File: src/rtl/ira_pkg.sv
// Shared types and constants of the interval room allocator.
// Depends on nothing; used by every module of the block but the RAM.
package ira_pkg;

  localparam int MAX_ITEMS_DEF = 64;

  typedef struct packed {
    logic [31:0] start_day;
    logic [31:0] end_day;
    logic        last;
  } ira_in_t;

  typedef struct packed {
    logic [5:0] item_index;
    logic [6:0] room;
    logic [6:0] room_count;
    logic       last_result;
  } ira_out_t;

  // control from the sequencer to the cells
  typedef struct packed {
    logic insert;
    logic drain;
  } ira_sort_ctl_t;

  typedef struct packed {
    logic expire;
    logic clear;
  } ira_room_ctl_t;

endpackage

File: src/rtl/ira_room_cell.sv
// One room cell: occupancy flag and last booked day of one room.
// Depends on ira_pkg.
module ira_room_cell
  import ira_pkg::*;
(
  input  logic          clk,
  input  logic          rst,
  input  ira_room_ctl_t ctl,
  input  logic [31:0]   head_start,
  input  logic          take,
  input  logic [31:0]   take_end,
  output logic          in_use
);
  logic [31:0] busy_until;

  always_ff @(posedge clk) begin
    if (rst || ctl.clear) begin
      in_use <= 1'b0;
    end else if (take) begin
      in_use <= 1'b1;
    end else if (ctl.expire && (busy_until < head_start)) begin
      in_use <= 1'b0;
    end
  end

  always_ff @(posedge clk) begin
    if (take) begin
      busy_until <= take_end;
    end
  end
endmodule

File: config.mk
export PLATFORM = sky130hd
export DESIGN_NAME = ira_room_cell
export DESIGN_NICKNAME = d
export VERILOG_FILES = /design/src/rtl/ira_pkg.sv /design/src/rtl/ira_room_cell.sv
export SDC_FILE = /design/constraint.sdc
export NUM_CORES = 1
export LEC_CHECK = 0
export ABC_AREA = 0
export BUFFER_PORTS_ARGS = -buffer_cell sky130_fd_sc_hd__clkbuf_2
export CORE_MARGIN = 4
export CORE_UTILIZATION = 44
export CTS_BUF_LIST = sky130_fd_sc_hd__clkbuf_8 sky130_fd_sc_hd__clkbuf_16
export CTS_CLUSTER_DIAMETER = 30
export CTS_CLUSTER_SIZE = 28
export DETAILED_ROUTE_END_ITERATION = 10
export GPL_TIMING_DRIVEN = 0
export HOLD_SLACK_MARGIN = 0.08
export PLACE_DENSITY = 0.81
export SYNTH_ARGS = -nofsm -noshare
export SYNTH_HDL_FRONTEND = slang
export SYNTH_SLANG_ARGS = --single-unit
File: constraint.sdc
create_clock -name clk -period 1.7 [get_ports clk]
set_input_delay 0.085 -clock clk [delete_from_list [all_inputs] [get_ports clk]]
set_output_delay 0.085 -clock clk [all_outputs]
set_load 0.01 [all_outputs]
Word level (Yosys, flattened, before mapping)
Index checks and enable logic that the tools add are counted.
{"block": "op_classes", "magnitude_cmp": 1, "mux": 2, "reduce_logical": 3}
{"cell": "32-bit < comparator", "n": 1}
{"cell": "1-bit two-way mux", "n": 2}
{"cell": "2-bit nonzero test", "n": 1}
{"cell": "1-bit logical AND", "n": 1}
{"cell": "1-bit logical OR", "n": 1}
{"block": "word_totals", "register_bits": 33, "inputBits": 69, "elab_cells": 8}

Logic depth before layout (Yosys ltp)
Gate-level depths: netlist of run 1.
{"block": "depth", "ltp_word": 4, "depth_mapped": 7}

Worst setup path before layout of run 1
No wires, ideal clock.
{"block": "synth_path", "path_kind": "register to register", "startpoint": "register busy_until[30]", "endpoint": "register in_use", "arrival_ps": 1612, "required_time_ps": 1640, "path_slack_ps": 28, "stages_incl_launch_ff": 6, "n_path_buf": 0, "cell_sequence": "edfxtp_1 > ha_1 > nand4_2 > or4_1 > a31oi_1 > o221a_1"}
{"block": "synth_via", "elab_chain_cells": 3}
{"element": "start: declaration", "line": "ira_room_cell.sv:14", "text": "logic [31:0] busy_until;"}
{"element": "start signal: assignment", "line": "ira_room_cell.sv:28", "text": "busy_until <= take_end;"}
{"element": "32-bit < comparator", "line": "ira_room_cell.sv:21", "text": "end else if (ctl.expire && (busy_until < head_start)) begin"}
{"element": "1-bit logical AND", "line": "ira_room_cell.sv:21"}
{"element": "2-bit nonzero test (no source line)"}
{"element": "end signal: assignment", "line": "ira_room_cell.sv:18", "text": "in_use <= 1'b0;"}
{"element": "end signal: assignment", "line": "ira_room_cell.sv:20", "text": "in_use <= 1'b1;"}
{"element": "end signal: assignment", "line": "ira_room_cell.sv:22", "text": "in_use <= 1'b0;"}
{"element": "end: declaration", "line": "ira_room_cell.sv:12", "text": "output logic in_use"}
No other way between the ends.
A chain may end at the register's enable or synchronous reset.

Worst setup path in the final report of run 1
{"block": "layout_path", "startpoint": "register busy_until[19]", "endpoint": "register in_use"}
Same word-level chain as after synthesis.

==> summary.txt, run 1 <==
Min path
  – Min-delay src: ctl[1]
  – Min-Delay Endpoint: in_use
  – Min-Delay Path Class: input port to register
  – Hold Path Depth: 5

Timing
  – Final Hold Vio Count: 0
  – Clock Skew: 0.00638 ns
  – Max-slew headroom: 45.5%
  – Final Slew Violations: 0
  – Max Fclk: 564 MHz
  – RSZ-0062 raised after global routing: yes
  – Setup Viol. Count Final: 1
  – Hold Slack: 0.318 ns
  – Tmin final: 1.77 ns
  – Worst setup margin: -0.0737 ns
  – Final period utilization: 104%
  – Worst slew pin tran: 0.817 ns

Pwr
  – Cell-internal power: 1.62 mW
  – Net Sw Frac: 22.8%
  – Total power: 2.10 mW
  – Sw Pwr: 0.478 mW
  – Power density over the cells: 758 nW/um^2
  – Seq pwr share: 47.2%
  – Combinational power share: 19.2%
  – Worst IR Drop VDD: 0.698 mV
  – Clk pwr share: 33.6%
  – LEAKAGE: 1.31 nW

Setup path
  – R2R cell count: 5
  – CP max-delay cell: or4_4
  – CP startpoint kind: register
  – Worst path max stage delay: 0.55 ns
  – Reg2reg setup slack: -0.07 ns
  – Worst reg2reg endpoint: in_use
  – CP Class: register to register
  – WP data required: 1.93 ns
  – Launching point of the worst reg2reg path: busy_until[19]
  – Crit-path max FO: 3
  – Worst setup EP type: register
  – Arrival @ worst endpoint: 2.00 ns
  – Crit-path cells: ha_4 -> nand4_1 -> or4_4 -> a31oi_1 -> o221a_1

Global routing
  – First-pass GRT wire length: 6.90 mm
  – Grt total ovfl: 0
  – Initial antenna violation count: 0
  – Largest net degree at the start of global routing: 35
  – GRT Resource Usage Total: 17.7%
  – Vias in the first global route: 1656

Synth
  – Synth cell types: 25
  – Combinational family with the most area after synthesis: adder cells
  – Seq cells post-synth: 33
  – XOR/XNOR Fraction of Synth Area: 0%
  – Net Count, Synth: 247
  – Cell area after synthesis: 1800 um^2
  – Share of the synthesized area in the top cell type: 53.5%
  – Synth area leader: edfxtp_1
  – Synth Instances: 147
  – Register area share after synthesis: 54.6%
  – Syn. warnings: 0
  – Mean Syn Cell Area: 12.2 um^2
  – Post-synthesis mux area share: 0%
  – Post-Synth Simple-Gate Area: 8.36%
  – Dominant cells by area after synthesis: edfxtp_1, ha_1, inv_1
  – Synth Area in Compound Gates: 8.92%
  – Synthesized-area fraction occupied by adder cells: 21.6%

Floorplanning
  – Die Y: 71.9 um
  – Ports: 70
  – Initial Util: 47.3%
  – Die X: 71.9 um
  – Std-Cell Rows: 22
  – CORE AREA: 3800 um^2
  – Die area: 5170 um^2

Route
  – Drt first pass iters: 4
  – Vias/cell: 4.76
  – DR iter-0 viols: 28
  – Routed len/inst: 13.7 um
  – Antenna viol nets, final: 0
  – Via Count: 1467
  – WL final: 4.23 mm
  – DRC: 0

Clocking
  – CTS sink cnt: 33
  – Reg clk slew, reported paths: 0.07 ns
  – Worst-Skew Late Latency: 0.28 ns
  – CTS tree: done
  – Maximum clock insertion buffer count: 2
  – Clock buffer count from CTS: 5
  – H-tree depth reported by CTS: 2
  – Root Buffer: clkbuf_8

Finish
  – Most common cell after layout, fill and taps aside: clkbuf_2
  – Fraction of layout cells with a size suffix above 1: 34.6%
  – Diode count: 0
  – Most frequent cells in the layout: clkbuf_2, dlygate4sd3_1, inv_1, edfxtp_1, ha_1
  – Layout Nets: 359
  – Fin area: 2760 um^2
  – Final instance count without filler cells: 308
  – Layout area overhead: 53.9%

Placement
  – GPL Wtd Cong: 0.819
  – Dpl hpwl: 2.86 mm
  – IO buf count: 69
  – DP Area: 2200 um^2
  – Setup WS pre-CTS: -0.123 ns
  – Placed insts: 264

Job
  – Max-capacitance violation count: 0

Outcome
  – Failing checks: negative setup slack
  – Status: finished, violations left
power by group through the flow:
stage	clock [mW]	sequential (mW)	combinational [mW]
2_1_floorplan	0	0.995	0.158
3_3_place_gp	0	0.997	0.279
3_5_place_dp	0	1.00	0.295
4_1_cts	0.720	0.988	0.385
5_1_grt	0.746	0.996	0.459
6_report	0.704	0.990	0.402
final cells by class:
cell class	instances	area (um^2)
clock buffer	5	68.8
clock inverter	3	37.5
inverter	31	116
timing repair buffer	105	701
fill	267	1030
sequential	33	981
tap	48	60.1
multi-input combinational	83	800
per-layer routing:
layer	track usage, %	vias to the layer above	share of wire (%)
li1	-	753	-
met1	18.1	661	38
met2	35.0	50	55
met3	3.65	3	5.5
met4	6.26	0	1.1
met5	0	-	0
cell usage after synthesis:
master and number:
a2111o_1 1, a311oi_2 1, a21oi_1 10, inv_1 31, dfxtp_1 1, o21bai_1 1
edfxtp_1 32, o21ai_0 4, o211ai_1 1, nor2_1 5, ha_1 31, nand4_2 1
nand3_1 3, nand2_1 9, a221oi_1 1, nand4_1 5, a31oi_1 1, or4_1 1
nand2b_4 1, nand2b_1 1, a211oi_1 1, nor4_1 1, nor3_1 1, o221a_1 1
a21boi_0 2
registers in the layout (all words and copies together) (netlist names):
signal / cells
busy_until: 32
in_use: 1
how the worst max path moves through the flow:
| stage | startpoint | endpoint | slack, ns | cells past startpoint |
|---|---|---|---|---|
| floorplan | busy_until[30] | in_use | 0.03 | 5 |
| global placement | busy_until[14] | in_use | -0.12 | 6 |
| detailed placement | busy_until[14] | in_use | -0.12 | 6 |
| CTS | busy_until[25] | in_use | -0.07 | 5 |
| global route | busy_until[10] | in_use | -0.19 | 6 |
| finish | busy_until[19] | in_use | -0.07 | 5 |
worst max-delay path: cells and delay by family (launching register included):
kind	cells	cell delay [ns]
compound gates	2	0.33
fa+ha+maj	1	0.31
flops	1	0.43
simple gates	2	0.65
logic make-up after synthesis:
| group | count (synthesis) |
|---|---|
| DFF | 33 |
| buffers and inverters | 31 |
| adders and majority gates | 31 |
| and+or+nand+nor | 28 |
| AOI/OAI and AO/OA | 24 |
repair_timing:
item | CTS | global route
hold buffers | 34 | 0
setup buffers | 1 | 1
resized for setup | 7 | 4
pin swaps | 5 | 6
endpoints found under the setup margin | 1 | 1
hold endpoints to repair | 33 | 0
metrics by stage:
step	utilization [%]	setup TNS, ns
after CTS	71.7	-0.0729
after detailed placement	57.9	-0.123
after floorplan	-	0
final	72.8	-0.0737
after global routing	72.8	-0.185
after global placement	57.9	-0.121
Note: power is estimated with default switching activity, not from simulation.
==> run 2: changes to the inputs <==
--- a/config.mk
+++ b/config.mk
@@ -14,8 +14,8 @@
 export CTS_CLUSTER_SIZE = 28
 export DETAILED_ROUTE_END_ITERATION = 10
 export GPL_TIMING_DRIVEN = 0
-export HOLD_SLACK_MARGIN = 0.08
-export PLACE_DENSITY = 0.81
+export HOLD_SLACK_MARGIN = 0.03
+export PLACE_DENSITY = 0.75
 export SYNTH_ARGS = -nofsm -noshare
 export SYNTH_HDL_FRONTEND = slang
 export SYNTH_SLANG_ARGS = --single-unit
==> constraint.sdc (replaced) <==
create_clock -name clk -period 1.7 [get_ports clk]
set_input_delay 0.255 -clock clk [delete_from_list [all_inputs] [get_ports clk]]
set_output_delay 0.255 -clock clk [all_outputs]
set_load 0.01 [all_outputs]
==> run 2 against run 1 <==
Net effect: the flow still finishes with violations (negative setup slack); cell area down 15%; die area did not move; cell count fell by 11%; register-to-register slack barely moved; combinational power fell by 25%; non-clock buffer count decreased by 35; critical path depth is the same; global-route usage decreased by 4.1 points; routed wire length is 23% lower; sequential share of layout area is 6.3 points higher; clock skew is 0.0023 ns lower; via count decreased by 9.5%; critical path type unchanged; largest cell class unchanged; largest power group unchanged; highest routed layer unchanged.
==> summary.txt, run 2 (synthesis results as in run 1) <==
Floorplanning
  – Die area: 5170 um^2
  – Ports: 70
  – Die X: 71.9 um
  – Die Y: 71.9 um
  – CORE AREA: 3800 um^2
  – Std-Cell Rows: 22
  – Initial Util: 47.3%

Placement
  – Setup WS pre-CTS: -0.163 ns
  – Dpl hpwl: 2.68 mm
  – GPL Wtd Cong: 0.775
  – IO buf count: 69
  – Placed insts: 264
  – DP Area: 2200 um^2

Clocking
  – Maximum clock insertion buffer count: 2
  – Worst-Skew Late Latency: 0.27 ns
  – Cts hold-fix bufs: 0
  – H-tree depth reported by CTS: 2
  – Clock buffer count from CTS: 5
  – Reg clk slew, reported paths: 0.07 ns
  – Root Buffer: clkbuf_8
  – CTS sink cnt: 33
  – CTS tree: done

Job
  – Max-capacitance violation count: 0

Finish
  – Fin area: 2350 um^2
  – Largest Register: busy_until
  – Post-Route Utilization: 61.8%
  – Diode count: 0
  – Most common cell after layout, fill and taps aside: clkbuf_2
  – Layout area overhead: 30.8%
  – Max FFs per register: 32
  – Most frequent cells in the layout: clkbuf_2, inv_1, edfxtp_1, ha_1, a21oi_1
  – Layout Nets: 324
  – Fraction of layout cells with a size suffix above 1: 37.3%
  – Final instance count without filler cells: 273
  – Biggest regs: busy_until (32), in_use (1)

Timing
  – Clock Skew: 0.00404 ns
  – Tmin final: 1.77 ns
  – Setup Viol. Count Final: 1
  – Worst slew pin tran: 0.818 ns
  – Final Slew Violations: 0
  – Worst setup margin: -0.0726 ns
  – RSZ-0062 raised after global routing: yes
  – Max-slew headroom: 45.5%
  – Final Hold Vio Count: 0
  – Hold Slack: 0.147 ns
  – Final period utilization: 104%
  – Max Fclk: 564 MHz

Setup path
  – Worst reg2reg endpoint: in_use
  – Worst setup EP type: register
  – WP data required: 1.92 ns
  – Launching point of the worst reg2reg path: busy_until[27]
  – Arrival @ worst endpoint: 1.99 ns
  – Reg2reg setup slack: -0.07 ns
  – Critical Path Start: busy_until[27]
  – Setup crit end: in_use
  – CP startpoint kind: register
  – R2R cell count: 5
  – CP Class: register to register
  – Crit-path max FO: 3

Route
  – Routed len/inst: 12.0 um
  – Drt first pass iters: 4
  – Antenna viol nets, final: 0
  – WL final: 3.27 mm
  – Vias/cell: 4.86
  – Via Count: 1327
  – DR iter-0 viols: 42
  – DRC: 0

Pwr
  – Clk pwr share: 31.1%
  – Combinational power share: 16.2%
  – Cell-internal power: 1.44 mW
  – Power density over the cells: 795 nW/um^2
  – Seq pwr share: 52.7%
  – LEAKAGE: 1.17 nW
  – Worst IR Drop VDD: 0.526 mV
  – Sw Pwr: 0.428 mW
  – Net Sw Frac: 23.0%

Global routing
  – Routing usage on met3: 5.33%
  – GRT Resource Usage Total: 13.6%
  – Met2 global-route usage: 21.4%
  – First-pass GRT wire length: 5.36 mm
  – Most used routing layer: met2
  – Grt total ovfl: 0
  – Largest net degree at the start of global routing: 35
  – Initial antenna violation count: 0
  – Grt met1 use: 16.9%
  – Vias in the first global route: 1296

Outcome
  – Status: finished, violations left
  – Failing checks: negative setup slack

Min path
  – Min-Delay Path Class: input port to register
  – Hold Path Depth: 1
[run 2: layer usage]
layer	routed length [um]	vias to the layer above
met3	351	5
met1	1340	584
met5	0	-
met2	1540	53
met4	35	0
li1	-	685
[run 2: final cells by class]
| cell class | count | area, um^2 |
|---|---|---|
| tap | 48 | 60.1 |
| timing repair buffer | 70 | 353 |
| sequential | 33 | 981 |
| clock inverter | 2 | 7.51 |
| fill | 344 | 1450 |
| clock buffer | 6 | 82.6 |
| multi-input combinational | 83 | 748 |
| inverter | 31 | 116 |
[run 2: power groups by stage]
stage               Combinational, mW  Clock [mW]  Sequential (mW)
floorplan                       0.158           0            0.995
global placement                0.279           0            0.997
detailed placement              0.289           0             1.00
CTS                             0.299       0.609            0.983
global route                    0.359       0.644            0.989
finish                          0.303       0.580            0.984
[run 2: worst max-delay path: stages (launching register included)]
cell and delay, ns:
edfxtp_1 0.42, ha_4 0.29, nand4_1 0.10, or4_1 0.54, a31oi_1 0.17, o221a_1 0.20
[run 2: through the flow]
stage          power, mW  TNS (ns)
6_report            1.87   -0.0726
5_1_grt             1.99    -0.132
4_1_cts             1.89   -0.0812
3_5_place_dp        1.29    -0.163
3_3_place_gp        1.28    -0.132
2_1_floorplan       1.15         0
[run 2: what timing repair did]
item                                    4_1_cts  5_1_grt
buffers inserted                              1        0
pin swaps                                     3        3
gates resized for setup                       2        4
endpoints found under the setup margin        1        1
[run 2: worst min-delay path by stage]
stage	start	end	slack, ns
2_1_floorplan	take_end[0]	busy_until[0]	0.35
3_3_place_gp	take_end[3]	busy_until[3]	0.43
3_5_place_dp	take_end[6]	busy_until[6]	0.43
4_1_cts	take_end[6]	busy_until[6]	0.13
5_1_grt	take_end[13]	busy_until[13]	0.13
6_report	take_end[6]	busy_until[6]	0.15
