===== src/rtl/ira_ram.sv =====
// Generic single-port-write, single-port-read RAM with registered read.
// Depends on nothing.
module ira_ram #(
  parameter int WIDTH = 8,
  parameter int DEPTH = 64
) (
  input  logic                     clk,
  input  logic                     we,
  input  logic [$clog2(DEPTH)-1:0] waddr,
  input  logic [WIDTH-1:0]         wdata,
  input  logic [$clog2(DEPTH)-1:0] raddr,
  output logic [WIDTH-1:0]         rdata
);
  logic [WIDTH-1:0] mem [DEPTH];

  always_ff @(posedge clk) begin
    if (we) begin
      mem[waddr] <= wdata;
    end
    rdata <= mem[raddr];
  end
endmodule


===== config.mk =====
export PLATFORM = sky130hd
export DESIGN_NAME = ira_ram
export DESIGN_NICKNAME = d
export VERILOG_FILES = /design/src/rtl/ira_ram.sv
export SDC_FILE = /design/constraint.sdc
export NUM_CORES = 1
export LEC_CHECK = 0
export BUFFER_PORTS_ARGS = -buffer_cell sky130_fd_sc_hd__buf_4
export CORE_MARGIN = 1
export CORE_UTILIZATION = 51
export DETAILED_ROUTE_END_ITERATION = 8
export GPL_TIMING_DRIVEN = 0
export HOLD_SLACK_MARGIN = 0.08
export PLACE_DENSITY = 0.76
export SETUP_SLACK_MARGIN = 0.4
export SKIP_CTS_REPAIR_TIMING = 1
export SLEW_MARGIN = 25
export SYNTH_ARGS = -nofsm -noshare
export SYNTH_HDL_FRONTEND = slang
export SYNTH_SLANG_ARGS = --single-unit

===== constraint.sdc =====
create_clock -name clk -period 2.3 [get_ports clk]
set_clock_uncertainty 0.05 [all_clocks]
set_input_delay 0.23 -clock clk [delete_from_list [all_inputs] [get_ports clk]]
set_output_delay 0.23 -clock clk [all_outputs]
set_load 0.02 [all_outputs]

* Yosys cells after proc, flatten, opt, wreduce, memory -nomap -nowiden *
Memory sizes are Yosys's and may differ from the RTL's. A register that Yosys moved wholly into a read port is not among the register bits.
Cells that the tools add are included.

word-level totals
  register bits after elaboration = 0
  memory bits (writable) = 512
  memories kept = 1

memory list
  name  depth  bits a word  read ports  clocked after memory_dff  wr ports  RTL line  RTL
  mem   64     8            1           1                         1         14        logic [WIDTH-1:0] mem [DEPTH];

cells by class
  muxes and demuxes = 2

operator list
  operator           number
  two-way mux 1 bit  2

* Depth between registers and ports, before layout *
Gate-level depths: netlist of the first run.

  depth in word-level cells = 2
  depth in mapped cells = 9
  mapped depth without buffers = 5

* Worst setup path after synthesis of the first run *
OpenSTA, ideal clock, no wires.

  path kind = input-to-reg
  from = in raddr[1]
  to = reg rdata[3] (read register of mem)
  setup time = 128 ps
  arrival time = 1770 ps
  required time = 2122 ps
  path slack = 352 ps
  stages on the path = 7
  buffers on the path = 3
  cell sequence = buf_4 buf_2 buf_2 mux4_2 mux4_2 o21ai_1 o41ai_1

RTL lines
  item         RTL line  RTL
  from (decl)  11        input logic [$clog2(DEPTH)-1:0] raddr,
  to (decl)    12        output logic [WIDTH-1:0] rdata

* Final worst setup path of the first run *
  from = in waddr[1]
  to = mem mem[43][3] (enable)

RTL lines
  item         RTL line  RTL
  from (decl)  9         input logic [$clog2(DEPTH)-1:0] waddr,
  to (decl)    14

No word-level cell before the write port.

==> flow_summary_export.csv, run 1 <==
group,metric,value,unit
die,die_y,201,um
synthesis,syn_inst,940,
clock_network,clock_sinks,520,
cells_and_area,fillers,2637,
sta,setup_violations,0,
run_status,outcome,"complete, no violations",
die,rows,72,
global_route,grt_max_degree,65,
setup_path,worstSetupEndpointType,"register",
place,dp_hpwl,29500,um
hold_path,min_path_cells,1,
sta,min_period,2090,ps
global_route,first_global_vias,10100,
synthesis,syn-cell-area,0.0202,mm^2
die,start_util,51.9,%
sta,slew_violations,0,
sta,hold_viol,0,
synthesis,synth_top_flop_cell,"edfxtp_1",
synthesis,synth_top_area_share,76.2,%
hold_path,min_path_type,"primary input to register",
clock_network,cts_root_buf,"clkbuf_16",
global_route,grt_overflow,0,
setup_path,cpMaxStageDelayCell,"nor2_1",
setup_path,cp_max_fo,10,
die,die_x,201,um
power,p_per_area,871,mW/mm^2
drt,drt_pass1_iterations,6,
cells_and_area,layout_commonest_cell,"edfxtp_1",
synthesis,yosys_register_bits,520,
global_route,antenna_found_initial,0,
global_route,met2_usage,38.1,%
setup_path,worstSetupPathType,"primary input to register",
power,leakage,7.13,nW
sta,rsz0062_at_grt,"true",
cells_and_area,syn2layout_area_growth,13.6,%
sta,fin_crit_sh,91.1,%
setup_path,path_cells,"clkbuf_1 > nor2b_1 > nand3_1 > nor2_1",
synthesis,synth_top_cells_by_area,"edfxtp_1, mux4_2, nor2_1, mux2i_1, dfxtp_1",
global_route,use_met3,4.82,%
sta,fmax,0.477,GHz
setup_path,r2r_cells,5,
place,numPortBuffers,21,
sta,maxSlewHeadroom,37.2,%
global_route,met1_usage,32.9,%
synthesis,syn_nets,962,
cells_and_area,drive_above_1_share,29.9,%
setup_path,start_kind,"primary input",
synthesis,yosysTopAreaCell,"edfxtp_1",
sta,tightest_slew,942,ps
setup_path,max_stage_delay,930,ps
drt,finalWirelength,47600,um
setup_path,crit_start,"waddr[1]",
drt,drtAntennaViolNets,0,
synthesis,synth.distinct_cells,40,
power,peakVddDrop,0.000431,V
drt,drcViolationCount,0,
global_route,grt.busiest_layer,"met2",
clock_network,cts_made_buffers,49,
cells_and_area,antennaDiodeCount,0,
drt,dr_total_vias,10200,
sta,tns,0,ps
die,boundaryPins,30,
place,gp_congestion,0.932,
drt,drtIter0Drc,1298,
global_route,grt_first_pass_wirelength,68500,um
cells_and_area,fin_util,59.0,%
cells_and_area,final_net_count,1035,
setup_path,worstPathArrival,2250,ps
cells_and_area,layout_common_cells,"edfxtp_1, mux4_2, nor2_1",
clock_network,cts_tree,"built",
clock_network,htree_levels,2,
synthesis,ys_warn_count,0,
setup_path,regToRegStartpoint,"mem[20][6]$_DFFE_PP_",
hold_path,min_from,"wdata[5]",
die,die_area,0.0403,mm^2
drt,via_per_inst,6.48,
die,core_area,0.0388,mm^2
synthesis,synth_edf_count,512,
clock_network,clkLatencyLatePin,580,ps
synthesis,syn_avg_cell_area,21.5,um^2
clock_network,clk_pin_slew,60,ps
global_route,track_usage,23.8,%
synthesis,synthArstFlopShare,0,%
setup_path,required,2450,ps
flow_run,max_cap_viol_count,0,
clock_network,cts_buffer_depth,3,
drt,wire_per_inst,30.3,um
synthesis,ys_seq_area_share,77.0,%
-- state kept, by name, indices dropped and copies added, names as in the netlist --
name	flops
mem	512
rdata	8
-- metrics by stage --
stage	setup slack, ps	std cells	area, um^2	total power, mW	hold WS (ps)
after floorplan	412	940	20200	11.3	279
after global placement	-721	1479	21000	11.7	564
after detailed placement	-762	1479	21000	11.8	541
after CTS	-215	1571	22700	19.9	-57.9
after global routing	154	1572	22900	20.4	177
final	205	1572	22900	20.0	158
-- synthesized netlist by cell type, types with 4 or more instances --
library cell	count
a211oi_1	4
a221oi_1	6
buf_1	4
buf_2	11
buf_4	13
buf_6	4
clkbuf_1	17
dfxtp_1	8
edfxtp_1	512
mux2_2	13
mux2i_1	23
mux4_2	126
nand2_1	19
nand2b_1	7
nand3_1	13
nor2_1	83
nor2b_1	14
nor3_1	7
o221ai_1	8
o22ai_1	8
-- routing by layer --
metal  wire length (um)  vias to the layer above
met3               5000                      111
met4               1670                        0
met2              23100                      692
met5                  0                        -
met1              17800                     5309
li1                   -                     4072
-- final timing paths --
kind / to / slack [ps]
max: mem[43][3]$_DFFE_PP_ / 210
min: mem[51][5]$_DFFE_PP_ / 160
max reg2reg: rdata[6]$_DFF_P_ / 250
min reg2reg: rdata[2]$_DFF_P_ / 900
-- where the power goes --
group / internal, mW / leakage, nW / switching [mW]
logic: 0.414 / 1.63 / 0.720
clock network: 4.89 / 0.829 / 3.43
registers: 10.5 / 4.67 / 0.0193
-- critical path: cells and delay by family --
kind          cells  cell delay [ps]
buf+inv           1              320
simple gates      3             1690
-- cells by family after synthesis --
group           after synthesis  synth area share [%]
flops                       520                  77.0
simple gates                153                  3.39
mux                         162                  15.9
compound gates               54                  2.07
buf+inv                      51                  1.57
-- layout make-up --
type | instances | area (um^2) | area share [%]
buffer | 51 | 362 | 1.58
clock buffer | 62 | 1370 | 5.97
clock inverter | 30 | 304 | 1.33
multi-input combinational | 369 | 4520 | 19.7
sequential | 520 | 15500 | 67.8
tap | 518 | 648 | 2.83
timing repair buffer | 22 | 168 | 0.732
(Power assumes the default switching activity.)
==> inputs of run 2 (changes only) <==
--- a/config.mk
+++ b/config.mk
@@ -5,13 +5,13 @@
 export SDC_FILE = /design/constraint.sdc
 export NUM_CORES = 1
 export LEC_CHECK = 0
-export BUFFER_PORTS_ARGS = -buffer_cell sky130_fd_sc_hd__buf_4
 export CORE_MARGIN = 1
 export CORE_UTILIZATION = 51
 export DETAILED_ROUTE_END_ITERATION = 8
+export DONT_BUFFER_PORTS = 1
 export GPL_TIMING_DRIVEN = 0
 export HOLD_SLACK_MARGIN = 0.08
-export PLACE_DENSITY = 0.76
+export PLACE_DENSITY = 0.75
 export SETUP_SLACK_MARGIN = 0.4
 export SKIP_CTS_REPAIR_TIMING = 1
 export SLEW_MARGIN = 25
==> run 2 against run 1 <==
Setup slack got worse by 25 ps. Register-to-register slack got worse by 30 ps. Clock power decreased by 2.5%. Critical path type unchanged. Critical endpoint is now mem[61][7]$_DFFE_PP_. Largest cell class unchanged.
==> flow_summary_export.csv, run 2 (synthesis gave the netlist of run 1 again) <==
group,metric,value,unit
cells_and_area,antennaDiodeCount,0,
drt,wire_per_inst,29.7,um
cells_and_area,regMostFlops,"mem",
clock_network,clk_pin_slew,60,ps
sta,tightest_slew,963,ps
die,rows,72,
cells_and_area,fillers,2644,
cells_and_area,register_area,0.0155,mm^2
die,core_area,0.0388,mm^2
clock_network,cts_tree,"built",
sta,fmax,0.472,GHz
setup_path,cpLargestDelayFamily,"simple AND/OR/NAND/NOR gates",
cells_and_area,fin_util,59.3,%
hold_path,min_from,"raddr[4]",
clock_network,clock_sinks,520,
die,die_area,0.0403,mm^2
setup_path,crit_buf_inv,1,
drt,via_per_inst,6.41,
setup_path,regToRegEndpoint,"rdata[6]$_DFF_P_",
setup_path,cpMaxStageDelayCell,"nor2_1",
cells_and_area,drive_above_1_share,29.3,%
drt,dr_total_vias,10000,
clock_network,cts_root_buf,"clkbuf_16",
cells_and_area,multi_input_area,0.00456,mm^2
power,leakage,7.15,nW
run_status,outcome,"complete, no violations",
hold_path,hold_path_end,"rdata[3]$_DFF_P_",
power,p_per_area,857,mW/mm^2
setup_path,r2r_cells,5,
drt,drtIter0Drc,1542,
clock_network,clkLatencyLatePin,580,ps
drt,drcViolationCount,0,
setup_path,cp_max_fo,10,
sta,fin_ws,180,ps
global_route,track_usage,23.4,%
global_route,antenna_found_initial,0,
cells_and_area,layout_common_cells,"edfxtp_1, mux4_2, nor2_1",
sta,setup_violations,0,
place,dp_hpwl,29100,um
global_route,grt_max_degree,65,
clock_network,cts_buffer_depth,3,
setup_path,path_cells,"clkbuf_1 > nor2b_1 > nand3_1 > nor2_1",
setup_path,regToRegStartpoint,"mem[29][6]$_DFFE_PP_",
global_route,grt_overflow,0,
sta,maxSlewHeadroom,35.8,%
place,gp_congestion,0.911,
sta,rsz0062_at_grt,"true",
cells_and_area,final_net_count,1032,
drt,finalWirelength,46500,um
power,power,19.7,mW
setup_path,max_stage_delay,860,ps
setup_path,start_kind,"primary input",
setup_path,ff2ff_setup_slack,220,ps
power,peakVddDrop,0.000453,V
global_route,first_global_vias,10100,
sta,slew_violations,0,
setup_path,worstSetupPathType,"primary input to register",
setup_path,worstSetupEndpointType,"register",
global_route,grt_first_pass_wirelength,67600,um
flow_run,max_cap_viol_count,0,
cells_and_area,layout_commonest_cell,"edfxtp_1",
die,die_y,201,um
cells_and_area,syn2layout_area_growth,14.2,%
die,start_util,51.9,%
sta,hold_viol,0,
hold_path,min_path_type,"primary input to register",
sta,fin_crit_sh,92.2,%
place,pre_cts_slack,-780,ps
sta,min_period,2120,ps
setup_path,cp_num_cells,4,
setup_path,worstPathArrival,2260,ps
hold_path,min_path_cells,3,
die,die_x,201,um
drt,drtAntennaViolNets,0,
cells_and_area,largest_register_ffs,512,
setup_path,required,2440,ps
place,numPortBuffers,0,
clock_network,cts_made_buffers,50,
sta,holdWs,108,ps
clock_network,htree_levels,2,
drt,drt_pass1_iterations,5,
die,boundaryPins,30,
cells_and_area,reg.largest.list,"mem x512, rdata x8",
[run 2: worst register-to-register path, cell delays in order, from the launching register on]
cell and delay [ps]:
edfxtp_1 370, mux4_2 470, mux2_2 300, o221a_2 310
nor3_4 250, o32ai_2 170
[run 2: routing by layer]
metal	vias up	global-route usage, %	routed length [um]
li1	4070	-	-
met1	5194	31.7	17700
met2	666	37.1	22500
met3	112	5.49	4660
met4	0	9.32	1660
met5	-	0	0
[run 2: layout make-up]
type / count / area share [%]
Sequential cell: 520 / 67.4
Clock buffer: 65 / 5.94
Buffer: 51 / 1.54
Tap cell: 518 / 2.81
Multi-Input combinational cell: 369 / 19.8
Timing Repair Buffer: 18 / 1.39
Clock inverter: 26 / 1.08
[run 2: power by group]
group	internal [mW]	switching (mW)	leakage (nW)
combinational	0.428	0.680	1.67
clock	4.74	3.37	0.801
sequential	10.5	0.0449	4.67
total	15.7	4.10	7.15
[run 2: worst max-delay path by stage]
stage | end | startpoint | slack [ps]
4_1_cts | rdata[7]$_DFF_P_ | raddr[2] | -180
3_3_place_gp | rdata[7]$_DFF_P_ | raddr[2] | -720
2_1_floorplan | rdata[3]$_DFF_P_ | raddr[1] | 410
6_report | mem[61][7]$_DFFE_PP_ | waddr[2] | 180
3_5_place_dp | rdata[7]$_DFF_P_ | raddr[2] | -780
5_1_grt | rdata[6]$_DFF_P_ | mem[29][6]$_DFFE_PP_ | 160
[run 2: through the flow]
stage | cell area (um^2) | instances | setup TNS (ps)
detailed placement | 20800 | 1458 | -49000
finish | 23000 | 1567 | 0
global route | 23000 | 1567 | 0
global placement | 20800 | 1458 | -22740
CTS | 22400 | 1549 | -764
floorplan | 20200 | 940 | 0
==> inputs of run 3 (changes only) <==
--- a/config.mk
+++ b/config.mk
@@ -7,11 +7,12 @@
 export LEC_CHECK = 0
 export CORE_MARGIN = 1
 export CORE_UTILIZATION = 51
+export CTS_BUF_LIST = sky130_fd_sc_hd__clkbuf_2
 export DETAILED_ROUTE_END_ITERATION = 8
 export DONT_BUFFER_PORTS = 1
 export GPL_TIMING_DRIVEN = 0
 export HOLD_SLACK_MARGIN = 0.08
-export PLACE_DENSITY = 0.75
+export PLACE_DENSITY = 0.67
 export SETUP_SLACK_MARGIN = 0.4
 export SKIP_CTS_REPAIR_TIMING = 1
 export SLEW_MARGIN = 25
==> run 3 against run 2 <==
The flow now finishes with violations (negative hold slack). Sequential power hardly changed. Wire length is 2.5% higher. Largest power group unchanged. Flip-flop and latch count stayed put. Critical path depth is 1 higher. Critical path type is now register to register. Register-to-register slack better by 40 ps.
==> flow_summary_export.csv, run 3 (synthesis gave the netlist of run 1 again) <==
group,metric,value,unit
clock_network,cts_buffer_depth,3,
setup_path,r2r_cells,5,
place,dp_cells,1458,
setup_path,endpoint,"rdata[6]$_DFF_P_",
global_route,use_met3,6.93,%
drt,drt_pass1_iterations,6,
drt,dr_total_vias,10300,
run_status,outcome,"finished with violations",
sta,hold_viol,2,
drt,drtAntennaViolNets,0,
die,die_area,0.0403,mm^2
setup_path,cp_max_fo,1,
die,core_area,0.0388,mm^2
clock_network,cts_made_buffers,119,
run_status,failed_checks,"negative hold slack",
sta,tightest_slew,1010,ps
die,die_x,201,um
setup_path,crit_start,"mem[29][6]$_DFFE_PP_",
clock_network,htree_levels,3,
sta,holdWs,-389,ps
power,power,17.3,mW
sta,maxSlewHeadroom,32.6,%
cells_and_area,reg.largest.list,"mem x512, rdata x8",
drt,via_per_inst,6.02,
power,p_per_area,769,mW/mm^2
setup_path,worstSetupEndpointType,"register",
place,gp_congestion,0.909,
sta,min_period,2040,ps
sta,rsz0062_at_grt,"true",
drt,drcViolationCount,0,
global_route,antenna_found_initial,4,
sta,slew_violations,0,
cells_and_area,multi_input_area,0.00447,mm^2
cells_and_area,register_area,0.0155,mm^2
power,leakage,7.22,nW
setup_path,regToRegStartpoint,"mem[29][6]$_DFFE_PP_",
cells_and_area,layout_common_cells,"edfxtp_1, clkbuf_2, mux4_2",
global_route,met1_usage,32.3,%
cells_and_area,layout_commonest_cell,"edfxtp_1",
setup_path,worstPathArrival,2850,ps
global_route,grt.busiest_layer,"met2",
setup_path,worstSetupPathType,"register to register",
global_route,grt_first_pass_wirelength,68500,um
clock_network,cts_root_buf,"clkbuf_2",
clock_network,clk_pin_slew,110,ps
setup_path,ff2ff_setup_slack,260,ps
setup_path,regToRegEndpoint,"rdata[6]$_DFF_P_",
sta,fmax,0.490,GHz
cells_and_area,final_net_count,1117,
setup_path,required,3110,ps
die,boundaryPins,30,
flow_run,max_cap_viol_count,0,
global_route,grt_overflow,0,
cells_and_area,fillers,2847,
global_route,grt_max_degree,65,
cells_and_area,final_cells,1715,
drt,drtIter0Drc,1121,
die,die_y,201,um
cells_and_area,regMostFlops,"mem",
drt,finalWirelength,47700,um
drt,wire_per_inst,27.8,um
cells_and_area,syn2layout_area_growth,11.8,%
die,start_util,51.9,%
cells_and_area,largest_register_ffs,512,
sta,fin_crit_sh,88.8,%
cells_and_area,drive_above_1_share,32.1,%
clock_network,clkLatencyLatePin,1100,ps
place,dp_hpwl,29400,um
global_route,first_global_vias,10400,
hold_path,min_path_type,"primary input to register",
global_route,track_usage,24.0,%
global_route,met2_usage,37.1,%
clock_network,cts_tree,"built",
power,peakVddDrop,0.000363,V
clock_network,clock_sinks,520,
setup_path,start_kind,"register",
die,rows,72,
place,numPortBuffers,0,
sta,setup_violations,0,
run 3: cell count changes in the layout (fill, tap and decap cells not counted), moves of 5 or more:
cell / change
clkbuf_1: -5
clkbuf_2: +173
nor2_1: +26
clkbuf_4: -5
clkbuf_16: -51
clkinv_2: -6
buf_2: +6
dlygate4sd3_1: +16
nor2_2: -24
clkinv_1: +25
run 3: per-layer routing:
metal | vias to the layer above | share of wire, %
met3 | 108 | 9.5
met2 | 581 | 48
met1 | 5289 | 39
li1 | 4346 | -
met5 | - | 0
met4 | 0 | 3.3
run 3: through the flow:
| step | setup TNS, ps | hold WS [ps] | setup slack [ps] | area (um^2) | utilization (%) |
|---|---|---|---|---|---|
| final | 0 | -389 | 258 | 22600 | 58.1 |
| after global placement | -36860 | 285 | -857 | 20800 | 53.6 |
| after global routing | 0 | -478 | 261 | 22600 | 58.1 |
| after CTS | 0 | -886 | 20.3 | 21900 | 56.4 |
| after floorplan | 0 | 279 | 412 | 20200 | - |
| after detailed placement | -59840 | 286 | -919 | 20800 | 53.7 |
run 3: cell type report:
cell class	instances	share of cell area, %
Buffer	51	1.46
Antenna cell	2	0.0222
Tap cell	518	2.87
Timing Repair Buffer	34	2.13
Multi-Input combinational cell	369	19.8
Sequential cell	520	68.9
Clock buffer	179	3.97
Clock inverter	42	0.843
run 3: critical path, cell delays in order, from the launching register on:
cell      delay (ps)
edfxtp_1         390
mux4_2           470
mux2_4           290
o221a_4          280
nor3_4           210
o32ai_4          130
run 3: how the worst min path moves through the flow:
stage,end,cells past startpoint,slack (ps),startpoint
2_1_floorplan,mem[0][0]$_DFFE_PP_,0,280,wdata[0]
3_3_place_gp,mem[14][2]$_DFFE_PP_,0,290,wdata[2]
3_5_place_dp,mem[51][7]$_DFFE_PP_,0,290,wdata[7]
4_1_cts,mem[31][3]$_DFFE_PP_,0,-890,wdata[3]
5_1_grt,rdata[5]$_DFF_P_,3,-480,raddr[4]
6_report,rdata[5]$_DFF_P_,3,-390,raddr[4]
run 3: power by group:
group,internal [mW],switching (mW)
clock network,2.19,3.52
registers,10.5,0.0439
logic,0.439,0.683
