**src/rtl/ira_pkg.sv**
```systemverilog
// Shared types and constants of the interval room allocator.
// Depends on nothing; used by every module of the block but the RAM.
package ira_pkg;

  localparam int MAX_ITEMS_DEF = 64;

  typedef struct packed {
    logic [31:0] start_day;
    logic [31:0] end_day;
    logic        last;
  } ira_in_t;

  typedef struct packed {
    logic [5:0] item_index;
    logic [6:0] room;
    logic [6:0] room_count;
    logic       last_result;
  } ira_out_t;

  // control from the sequencer to the cells
  typedef struct packed {
    logic insert;
    logic drain;
  } ira_sort_ctl_t;

  typedef struct packed {
    logic expire;
    logic clear;
  } ira_room_ctl_t;

endpackage

```
**src/rtl/ira_sort_cell.sv**
```systemverilog
// One cell of the sorted insertion chain: holds one interval and its load index.
// Depends on ira_pkg.
module ira_sort_cell
  import ira_pkg::*;
#(
  parameter int IW = 6
) (
  input  logic          clk,
  input  logic          rst,
  input  ira_sort_ctl_t ctl,
  input  logic [31:0]   new_start,
  input  logic [31:0]   new_end,
  input  logic [IW-1:0] new_idx,
  input  logic          prev_valid,
  input  logic          prev_lt,
  input  logic [31:0]   prev_start,
  input  logic [31:0]   prev_end,
  input  logic [IW-1:0] prev_idx,
  input  logic          nxt_valid,
  input  logic [31:0]   nxt_start,
  input  logic [31:0]   nxt_end,
  input  logic [IW-1:0] nxt_idx,
  output logic          valid,
  output logic          lt,
  output logic [31:0]   c_start,
  output logic [31:0]   c_end,
  output logic [IW-1:0] c_idx
);
  // the new item goes before an equal pair since it was loaded later
  assign lt = !valid || (new_start < c_start) ||
              ((new_start == c_start) && (new_end <= c_end));

  // shift in from the previous cell when the new item lands at or before it;
  // an empty previous cell keeps this one empty; a drain shifts in from the next cell
  always_ff @(posedge clk) begin
    if (rst) begin
      valid <= 1'b0;
    end else if (ctl.drain) begin
      valid <= nxt_valid;
    end else if (ctl.insert && lt) begin
      valid <= prev_lt ? prev_valid : 1'b1;
    end
  end

  always_ff @(posedge clk) begin
    if (ctl.drain) begin
      c_start <= nxt_start;
      c_end   <= nxt_end;
      c_idx   <= nxt_idx;
    end else if (ctl.insert && lt) begin
      if (prev_lt) begin
        c_start <= prev_start;
        c_end   <= prev_end;
        c_idx   <= prev_idx;
      end else begin
        c_start <= new_start;
        c_end   <= new_end;
        c_idx   <= new_idx;
      end
    end
  end
endmodule

```
**config.mk**
```make
export PLATFORM = sky130hd
export DESIGN_NAME = ira_sort_cell
export DESIGN_NICKNAME = d
export VERILOG_FILES = /design/src/rtl/ira_pkg.sv /design/src/rtl/ira_sort_cell.sv
export SDC_FILE = /design/constraint.sdc
export NUM_CORES = 1
export LEC_CHECK = 0
export BUFFER_PORTS_ARGS = -buffer_cell sky130_fd_sc_hd__buf_2
export CAP_MARGIN = 20
export CORE_AREA = 3 3 117 119
export DETAILED_ROUTE_END_ITERATION = 6
export DIE_AREA = 0 0 120 122
export GPL_TIMING_DRIVEN = 1
export PLACE_DENSITY = 0.74
export SLEW_MARGIN = 10
export SYNTH_ARGS = -nofsm -noshare
export SYNTH_HDL_FRONTEND = slang
export SYNTH_SLANG_ARGS = --single-unit
```
**constraint.sdc**
```tcl
create_clock -name clk -period 9.1 [get_ports clk]
set_input_delay 1.82 -clock clk [delete_from_list [all_inputs] [get_ports clk]]
set_output_delay 1.82 -clock clk [all_outputs]
set_load 0.02 [all_outputs]
```
## Word level (Yosys, flattened, before mapping)

Cells that the tools add are included.

- Bits in registers: 71
- Input port bits: 217
- Output and inout bits: 72
- Logic and storage cells: 25

- Order comparisons: 2
- Equality and inequality tests: 1
- Muxes and demuxes: 12
- Reduce and logical (&&, ||, !) cells: 6

Operator list:

| cell | count |
|---|---|
| $mux W32 | 6 |
| $eq A32 B32 Y1 | 1 |
| $le A32 B32 Y1 | 1 |
| $lt A32 B32 Y1 | 1 |
| $mux W6 | 3 |
| $mux W1 | 3 |
| $logic_and A1 B1 Y1 | 2 |
| $logic_or A1 B1 Y1 | 2 |
| $reduce_bool A2 Y1 | 1 |
| $logic_not A1 Y1 | 1 |

## Depth between registers and ports, before layout

Gate-level depths: netlist of the first run.

- Depth after elaboration: 6
- Gate-level depth with buffers: 8
- Depth with buffers taken out: 8

## Worst setup path before layout of the first run

Ideal clock, no wire load.

- Path kind: input to register
- From: input port new_start[19]
- To: register c_end[0], enable pin
- Setup time: 454 ps
- Arrival time: 5353 ps
- Required time: 8646 ps
- Path slack: 3293 ps
- Stages: 7
- Path buffers: 0
- Cells stage by stage: ha_1 a21oi_2 o21ai_1 a221o_1 a2111o_1 or2_1 a41oi_2

- Word-level cells in the longest chain between the ends: 5
- Elaborated cells on any way between the ends: 7
- Classes of those cells: order compare (1); eq/ne (1); reduce/logical (5)

RTL lines:

| element | line | source |
|---|---|---|
| from (decl) | ira_sort_cell.sv:11 | `input logic [31:0] new_start,` |
| $lt A32 B32 Y1 or $eq A32 B32 Y1 (tied branches) | ira_sort_cell.sv:30, ira_sort_cell.sv:31 |  |
| $logic_or A1 B1 Y1 or $logic_and A1 B1 Y1 (tied branches) | ira_sort_cell.sv:30, ira_sort_cell.sv:31 |  |
| $logic_or A1 B1 Y1 (*) | ira_sort_cell.sv:30 | `assign lt = !valid \|\| (new_start < c_start) \|\|` |
| $logic_and A1 B1 Y1 (*) | ira_sort_cell.sv:50 | `end else if (ctl.insert && lt) begin` |
| $reduce_bool A2 Y1 (no line) (*) | n/a |  |
| to (signal assigned) | ira_sort_cell.sv:48 | `c_end <= nxt_end;` |
| to (signal assigned) | ira_sort_cell.sv:53 | `c_end <= prev_end;` |
| to (signal assigned) | ira_sort_cell.sv:57 | `c_end <= new_end;` |
| to (decl) | ira_sort_cell.sv:26 | `output logic [31:0] c_end,` |

Mark *: on every way between the ends. The rest lies on a longest branch, timed or not.
A chain may end at the register's enable or synchronous reset.

## Worst setup path in the final report of the first run

- From: input port new_end[27]
- To: output port lt

- Word-level cells in the longest chain between the ends: 3

RTL lines:

| element | line | source |
|---|---|---|
| from (decl) | ira_sort_cell.sv:12 | `input logic [31:0] new_end,` |
| $le A32 B32 Y1 | ira_sort_cell.sv:31 | `((new_start == c_start) && (new_end <= c_end));` |
| $logic_and A1 B1 Y1 | ira_sort_cell.sv:31 |  |
| $logic_or A1 B1 Y1 | ira_sort_cell.sv:30 |  |
| to (decl) | ira_sort_cell.sv:24 | `output logic lt,` |

Every way passes these cells.

==> flow_metrics.py, run 1 <==
metrics = {
    "finish": {
        "num-nets-final": 1100,
        "layoutNonFillerInstCount": 997,
        "drive_gt1_share_pct": 37.4,
        "n_fill_cell": 1177,
        "area_growth_pct": 36.1,
    },
    "sta": {
        "rsz0062_at_grt": "false",
        "worst_pin_slew_ns": 0.800,
        "period_share_pct": 62.2,
        "setup_viol": 0,
        "fin_worst_hold_slack_ns": 0.726,
        "hold_viol": 0,
        "period_minus_slack_ns": 5.66,
        "slew_headroom_pct": 46.7,
        "fmax_mhz": 177,
        "finalClockSkew_ns": 0.00740,
        "fin_tns_setup_ns": 0,
        "maxSlewViolCount": 0,
    },
    "floorplan": {
        "fp.dieW_um": 120,
        "core_mm2": 0.0127,
        "fp.dieH_um": 122,
        "die-area_mm2": 0.0146,
        "initial_utilization_pct": 41.3,
        "ioPinCount": 289,
        "rows": 41,
    },
    "detailed_routing": {
        "post_drt_wl_per_cell_um": 15.4,
        "dr.pass1.iters": 4,
        "ant_nets": 0,
        "drtIter0Drc": 172,
        "wirelength_um": 15400,
        "route.detailed.drc": 0,
        "vias": 4911,
        "viasPerCell": 4.93,
    },
    "grt": {
        "grt_max_degree": 74,
        "grt_util_met1_pct": 25.2,
        "overflow": 0,
        "track_usage_pct": 20.7,
        "grt_pass1_wl_um": 24100,
        "use_met2_pct": 36.6,
        "use_met3_pct": 4.13,
        "grt_pass1_vias": 5012,
        "busiest_layer": "met2",
        "antenna_found_initial": 1,
    },
    "clock_network": {
        "cts_root_buf": "clkbuf_16",
        "postCtsSetupRepairBufs": 0,
        "postCtsHoldBufs": 0,
        "htreeDepth": 3,
        "cts.path.max_buffers": 2,
        "numCtsBuffers": 9,
        "cts_tree": "yes",
        "cts-resized-gates": 0,
        "cts.sinks": 71,
        "worstSkewPairLatency_ns": 0.32,
        "clk_pin_slew_worst_paths_ns": 0.05,
    },
    "yosys": {
        "yosysTopAreaCellShare_pct": 40.2,
        "synth-seq-cells": 71,
        "synth_area_leaders": "edfxtp_1, ha_1, mux2i_1, o21ai_0, nand2_1",
        "syn-cell-area_mm2": 0.00523,
        "synth_edf_count": 70,
        "syn_inst": 541,
        "yosysMostFrequentCell": "nand2_1",
        "synth_common_cells": "nand2_1, o21ai_0, edfxtp_1, mux2i_1, inv_1",
        "yosysTopAreaCell": "edfxtp_1",
        "syn-mean-instance-area_um2": 9.66,
        "ys_seq_area_share_pct": 40.6,
        "ys.flop_type": "edfxtp_1",
        "yosys_warnings": 0,
        "synth_nets": 822,
        "synthArstFlopShare_pct": 0,
        "synth.distinct_cells": 41,
    },
    "power_and_ir_drop": {
        "p_clk_share_pct": 31.4,
        "pwr-share-seq_pct": 39.5,
        "pwr_density_cell_mw_per_mm2": 152,
        "switching_share_pct": 30.9,
        "p_leak_nw": 3.73,
        "netSwitchingPower_w": 0.000335,
        "ir_worst_vdd_mv": 0.0827,
        "comb_power_share_pct": 29.0,
        "internal_power_w": 0.000748,
    },
    "worst_setup_path": {
        "critPathMaxFanout": 3,
        "crit_required_ns": 7.28,
        "slowest_delay_ns": 0.50,
        "crit_type": "input pin to output pin",
        "start_kind": "input pin",
        "critPathMostFrequentCell": "buf_2",
        "crit_path_cell_trace": "buf_2 -> ha_1 -> nand4_1 -> nor4_1 -> o41ai_1 -> a31oi_1 -> nand3_1 -> buf_2",
        "arrival_ns": 3.84,
        "endpoint_kind": "output pin",
        "slowest_stage": "nor4_1",
    },
    "flow_run": {
        "drv_cap": 0,
    },
    "hold_path": {
        "hp-class": "flop to flop",
    },
    "place": {
        "dpl.hpwl_um": 12600,
        "globalplace.congestion": 0.830,
        "dp.cells": 980,
        "portBuffers": 288,
    },
    "outcome": {
        "status": "finished, final reports clean",
    },
}
==> cells in the final DEF, fill, tap and decap left out, drive strengths merged, types with 2 or more instances in the layout <==
cell and count:
a21o 5, o21ai 76, mux2i 70, and4 2, a21oi 26, clkbuf 11
nor2b 3, nor4 2, o211ai 2, ha 64, a221o 2, edfxtp 70
nand2 80, clkinv 4, nand3 8, inv 66, buf 291, a2111oi 2
nand4 14, and3 2, nor2 6
==> path summary, 6_finish.rpt <==
kind,start,end,slack (ns),depth (start not counted)
worst min-delay path,valid$_SDFFE_PP0P_,valid$_SDFFE_PP0P_,0.73,2
worst max register to register,c_start[17]$_DFFE_PP_,c_end[17]$_DFFE_PP_,5.44,9
worst max-delay path,new_end[27],lt,3.44,8
worst min register to register,valid$_SDFFE_PP0P_,valid$_SDFFE_PP0P_,0.73,2
==> cells by family (layout without fill, tap and decap cells) <==
group,count (synthesis),after routing,synth area share [%]
compound gates,125,125,13.7
simple gates,121,121,10.5
buf+inv,90,373,6.46
flops,71,71,40.6
mux,70,70,13.4
fa+ha+maj,64,64,15.3
other cells,0,1,0
==> layer usage <==
metal | vias up | wire length (um)
met5 | - | 0
met4 | 0 | 328
met3 | 24 | 1130
met2 | 191 | 7620
met1 | 2186 | 6290
li1 | 2510 | -
==> power by group through the flow <==
stage	registers, W	logic, W	clock network, W
3_5_place_dp	0.000434	0.000318	0
4_1_cts	0.000428	0.000319	0.000347
3_3_place_gp	0.000433	0.000312	0
5_1_grt	0.000432	0.000354	0.000362
2_1_floorplan	0.000481	0.000138	0
6_report	0.000428	0.000314	0.000340
==> per-stage QoR <==
step                      utilization (%)  total power [W]  instance area, um2  worst slack (ns)
after floorplan                         -         0.000620                5230              3.29
after global placement               53.9         0.000745                6830              3.42
after detailed placement             53.9         0.000752                6830              3.42
after CTS                            56.1          0.00109                7110              3.41
after global routing                 56.2          0.00115                7120              3.26
final                                56.2          0.00108                7120              3.44
==> critical path, delay by kind of cell <==
kind                     cells  cell delay, ns
AND/OR/NAND/NOR              3            0.80
buffers and inverters        2            0.29
AO/OA/AOI/OAI                2            0.62
adder cells (fa/ha/maj)      1            0.31
==> area by class of cell <==
type	instances	area (um2)	share of cell area [%]
Tap cell	172	215	3.02
Inverter	66	248	3.48
Timing Repair Buffer	291	1470	20.6
Antenna cell	1	2.50	0.0352
Clock inverter	5	48.8	0.686
Sequential cell	71	2120	29.8
Clock buffer	11	233	3.27
Multi-Input combinational cell	380	2780	39.0
==> state kept, by name (all words and copies together), names as in the netlist <==
| name | count |
|---|---|
| c_end | 32 |
| c_start | 32 |
| c_idx | 6 |
| valid | 1 |
(Power assumes the default switching activity.)
==> run 2, diff against run 1 <==
- PLACE_DENSITY: 0.74 -> 0.77
- clock period: 9.1 -> 5.1 ns (I/O delays scaled with it)
==> flow_metrics.py, run 2 (same netlist as run 1, synthesis figures left out) <==
metrics = {
    "clock_network": {
        "postCtsHoldBufs": 0,
        "cts.sinks": 71,
        "postCtsSetupRepairBufs": 0,
        "cts_root_buf": "clkbuf_16",
        "numCtsBuffers": 9,
        "cts.path.max_buffers": 2,
        "cts-resized-gates": 0,
        "worstSkewPairLatency_ns": 0.33,
        "cts_tree": "yes",
        "clk_pin_slew_worst_paths_ns": 0.05,
        "htreeDepth": 3,
    },
    "place": {
        "globalplace.congestion": 0.821,
        "portBuffers": 288,
        "dpl.hpwl_um": 12500,
    },
    "sta": {
        "hold_viol": 0,
        "finalClockSkew_ns": 0.00853,
        "maxSlewViolCount": 0,
        "period_minus_slack_ns": 4.13,
        "setup_viol": 0,
        "period_share_pct": 81.0,
        "fmax_mhz": 242,
        "worst_pin_slew_ns": 0.901,
        "fin_tns_setup_ns": 0,
        "rsz0062_at_grt": "false",
        "slew_headroom_pct": 39.9,
    },
    "worst_setup_path": {
        "r2r_slack_ns": 2.03,
        "r2r_start": "c_start[21]$_DFFE_PP_",
        "crit_type": "input pin to output pin",
        "slowest_delay_ns": 0.51,
        "crit_path_cell_trace": "buf_2 -> ha_1 -> nand4_1 -> nor4_1 -> o41ai_1 -> a31oi_1 -> nand3_1 -> buf_2",
        "start_kind": "input pin",
        "rr_endpoint": "c_end[1]$_DFFE_PP_",
        "crit_required_ns": 4.08,
        "endpoint_kind": "output pin",
        "slowest_stage": "nor4_1",
        "arrival_ns": 3.11,
        "critPathMostFrequentCell": "buf_2",
        "critPathMaxFanout": 3,
        "reg2reg_depth": 9,
    },
    "flow_run": {
        "drv_cap": 0,
    },
    "finish": {
        "final_common_cell": "buf_2",
        "num-nets-final": 1100,
        "final_cell_mix": "buf_2, nand2_1, o21ai_0",
        "n_fill_cell": 1183,
        "area_growth_pct": 36.3,
        "diodes": 0,
        "drive_gt1_share_pct": 37.4,
        "multi_input_area_mm2": 0.00278,
        "register_area_mm2": 0.00212,
        "largestRegisters": "c_end x32, c_start x32, c_idx x6",
    },
    "detailed_routing": {
        "wirelength_um": 15400,
        "vias": 4951,
        "route.detailed.drc": 0,
        "viasPerCell": 4.97,
        "drtIter0Drc": 211,
        "dr.pass1.iters": 4,
        "post_drt_wl_per_cell_um": 15.5,
        "ant_nets": 0,
    },
    "hold_path": {
        "min_from": "valid$_SDFFE_PP0P_",
        "hold_path_depth": 2,
        "hp-class": "flop to flop",
        "worstHoldEndpoint": "valid$_SDFFE_PP0P_",
    },
    "grt": {
        "track_usage_pct": 20.3,
        "grt_pass1_vias": 4856,
        "grt_pass1_wl_um": 23500,
        "overflow": 0,
        "grt_max_degree": 86,
        "antenna_found_initial": 0,
    },
    "floorplan": {
        "ioPinCount": 289,
        "fp.dieH_um": 122,
        "fp.dieW_um": 120,
        "die-area_mm2": 0.0146,
        "core_mm2": 0.0127,
        "rows": 41,
        "initial_utilization_pct": 41.3,
    },
    "power_and_ir_drop": {
        "power_w": 0.00194,
        "p_leak_nw": 3.73,
        "ir_worst_vdd_mv": 0.142,
        "pwr_density_cell_mw_per_mm2": 272,
    },
    "outcome": {
        "status": "finished, final reports clean",
    },
}
run 2: per-stage QoR:
stage / hold WS (ns) / cell area (um2) / instances / utilization, % / setup slack, ns
6_report: 0.732 / 7130 / 996 / 56.2 / 0.967
5_1_grt: 0.782 / 7130 / 996 / 56.2 / 0.689
4_1_cts: 0.737 / 7130 / 996 / 56.2 / 0.869
3_5_place_dp: 0.731 / 6850 / 980 / 54.0 / 0.903
3_3_place_gp: 0.716 / 6850 / 980 / 54.0 / 0.931
2_1_floorplan: 0.746 / 5230 / 541 / - / 0.0930
run 2: critical path, delay by kind of cell:
family / cells / cell delay (ns)
AOI/OAI and AO/OA: 2 / 0.65
and+or+nand+nor: 3 / 0.80
buffers and inverters: 2 / 0.31
adders and majority gates: 1 / 0.32
run 2: power breakdown:
part           internal [W]  total, W  switching [W]  leakage (nW)
Clock              0.000375  0.000611       0.000236         0.141
Combinational      0.000234  0.000564       0.000330          2.86
Sequential         0.000728  0.000763      0.0000347         0.728
Total               0.00134   0.00194       0.000601          3.73
run 2: worst max-delay path by stage:
stage          slack (ns)            endpoint          start
6_report             0.97                  lt    new_end[27]
5_1_grt              0.69                  lt    new_end[27]
4_1_cts              0.87                  lt    new_end[27]
3_5_place_dp         0.90                  lt    new_end[27]
3_3_place_gp         0.93                  lt    new_end[29]
2_1_floorplan        0.09  c_end[0]$_DFFE_PP_  new_start[19]
run 2: area by class of cell:
type                       count  share of cell area (%)
clock buffer                  11                    3.27
clock inverter                 5                   0.685
inverter                      66                    3.48
multi-input combinational    380                    39.0
sequential                    71                    29.8
tap                          172                    3.02
timing repair buffer         291                    20.8
run 2: per-layer routing:
layer  GRT usage, %  wire length [um]  vias up
met4           6.30               240        0
li1               -                 -     2514
met3           5.11              1180       19
met5              0                 0        -
met1           23.4              6100     2229
met2           37.0              7870      189
==> run 3, diff against run 2 <==
- clock period: 5.1 -> 3.75 ns (I/O delays scaled with it)
==> flow_metrics.py, run 3 (same netlist as run 1, synthesis figures left out) <==
metrics = {
    "outcome": {
        "status": "finished, final reports clean",
    },
    "finish": {
        "num-nets-final": 1102,
        "area_growth_pct": 39.2,
        "multi_input_area_mm2": 0.00285,
        "final_area_mm2": 0.00728,
        "largestRegisters": "c_end x32, c_start x32, c_idx x6",
        "final_util_pct": 57.4,
        "n_fill_cell": 1200,
        "final_cell_mix": "buf_2, nand2_1, o21ai_0",
        "register_area_mm2": 0.00212,
        "diodes": 0,
        "final_common_cell": "buf_2",
        "drive_gt1_share_pct": 38.4,
    },
    "power_and_ir_drop": {
        "pwr_density_cell_mw_per_mm2": 378,
        "ir_worst_vdd_mv": 0.242,
        "power_w": 0.00275,
        "p_leak_nw": 3.77,
    },
    "clock_network": {
        "cts-resized-gates": 0,
        "clk_pin_slew_worst_paths_ns": 0.06,
        "htreeDepth": 3,
        "cts_root_buf": "clkbuf_16",
        "postCtsSetupRepairBufs": 0,
        "cts.sinks": 71,
        "worstSkewPairLatency_ns": 0.34,
        "numCtsBuffers": 9,
        "cts_tree": "yes",
        "postCtsHoldBufs": 0,
        "cts.path.max_buffers": 2,
    },
    "floorplan": {
        "initial_utilization_pct": 41.3,
        "die-area_mm2": 0.0146,
        "rows": 41,
        "core_mm2": 0.0127,
        "fp.dieW_um": 120,
        "fp.dieH_um": 122,
        "ioPinCount": 289,
    },
    "worst_setup_path": {
        "arrival_ns": 2.69,
        "critPathMaxFanout": 4,
        "crit_required_ns": 3.00,
        "start_kind": "input pin",
        "crit_type": "input pin to output pin",
        "r2r_slack_ns": 0.66,
        "endpoint_kind": "output pin",
    },
    "grt": {
        "grt_max_degree": 108,
        "grt_pass1_wl_um": 24700,
        "overflow": 0,
        "use_met3_pct": 4.36,
        "use_met2_pct": 38.8,
        "track_usage_pct": 21.5,
        "antenna_found_initial": 0,
        "busiest_layer": "met2",
        "grt_pass1_vias": 5102,
        "grt_util_met1_pct": 24.8,
    },
    "sta": {
        "setup_viol": 0,
        "fmax_mhz": 291,
        "fin_tns_setup_ns": 0,
        "maxSlewViolCount": 0,
        "worst_pin_slew_ns": 0.648,
        "finalClockSkew_ns": 0.00913,
        "hold_viol": 0,
        "period_minus_slack_ns": 3.44,
        "slew_headroom_pct": 56.8,
        "period_share_pct": 91.7,
        "rsz0062_at_grt": "false",
    },
    "hold_path": {
        "hp-class": "input pin to flop",
    },
    "detailed_routing": {
        "drtIter0Drc": 230,
        "wirelength_um": 15700,
        "viasPerCell": 5.07,
        "ant_nets": 0,
        "route.detailed.drc": 0,
        "dr.pass1.iters": 4,
        "vias": 5058,
        "post_drt_wl_per_cell_um": 15.8,
    },
    "place": {
        "dpl.hpwl_um": 12700,
        "postPlaceCellArea_mm2": 0.00696,
        "globalplace.congestion": 0.836,
        "portBuffers": 288,
    },
    "flow_run": {
        "drv_cap": 0,
    },
}
[run 3: changes by cell type in the layout (fill, tap and decap cells not counted)]
cell       before  now
clkinv_2        3    2
ha_1           64   58
clkbuf_8        0    1
clkinv_1        1    0
bufinv_16       1    2
ha_4            0    6
buf_12          1    3
[run 3: power breakdown]
| group | internal [W] | switching (W) | total (W) |
|---|---|---|---|
| registers | 0.000990 | 0.0000475 | 0.00104 |
| logic | 0.000329 | 0.000462 | 0.000791 |
| clock network | 0.000599 | 0.000321 | 0.000920 |
[run 3: cell type report]
cell class / count / share of cell area, %
inverter: 66 / 3.40
timing repair buffer: 293 / 20.9
tap: 172 / 2.96
sequential: 71 / 29.2
clock inverter: 4 / 0.963
clock buffer: 12 / 3.39
multi-input combinational: 380 / 39.2
[run 3: through the flow]
stage / setup WS, ns / std cells / hold slack, ns
4_1_cts: 0.291 / 998 / 0.669
5_1_grt: 0.126 / 998 / 0.685
2_1_floorplan: -0.0947 / 541 / 0.767
3_5_place_dp: 0.235 / 982 / 0.726
3_3_place_gp: 0.328 / 982 / 0.720
6_report: 0.311 / 998 / 0.687
[run 3: final timing paths]
path                         startpoint                   to  cells past startpoint
setup / recovery            new_end[30]                   lt                      8
hold / removal              nxt_end[24]  c_end[24]$_DFFE_PP_                      3
setup reg to reg  c_start[29]$_DFFE_PP_   c_end[3]$_DFFE_PP_                     10
hold reg to reg      valid$_SDFFE_PP0P_   valid$_SDFFE_PP0P_                      2
[run 3: routing by layer]
| layer | wire, um | part of all wire (%) |
|---|---|---|
| met1 | 6290 | 40 |
| met5 | 0 | 0 |
| met4 | 380 | 2.4 |
| met2 | 7930 | 50 |
| met3 | 1130 | 7.2 |
[run 3: critical path: stages]
cell     delay (ns)
buf_2          0.11
ha_1           0.32
nand4_1        0.17
nor4_1         0.56
o41ai_1        0.19
a31oi_1        0.31
nand3_1        0.11
buf_2          0.17
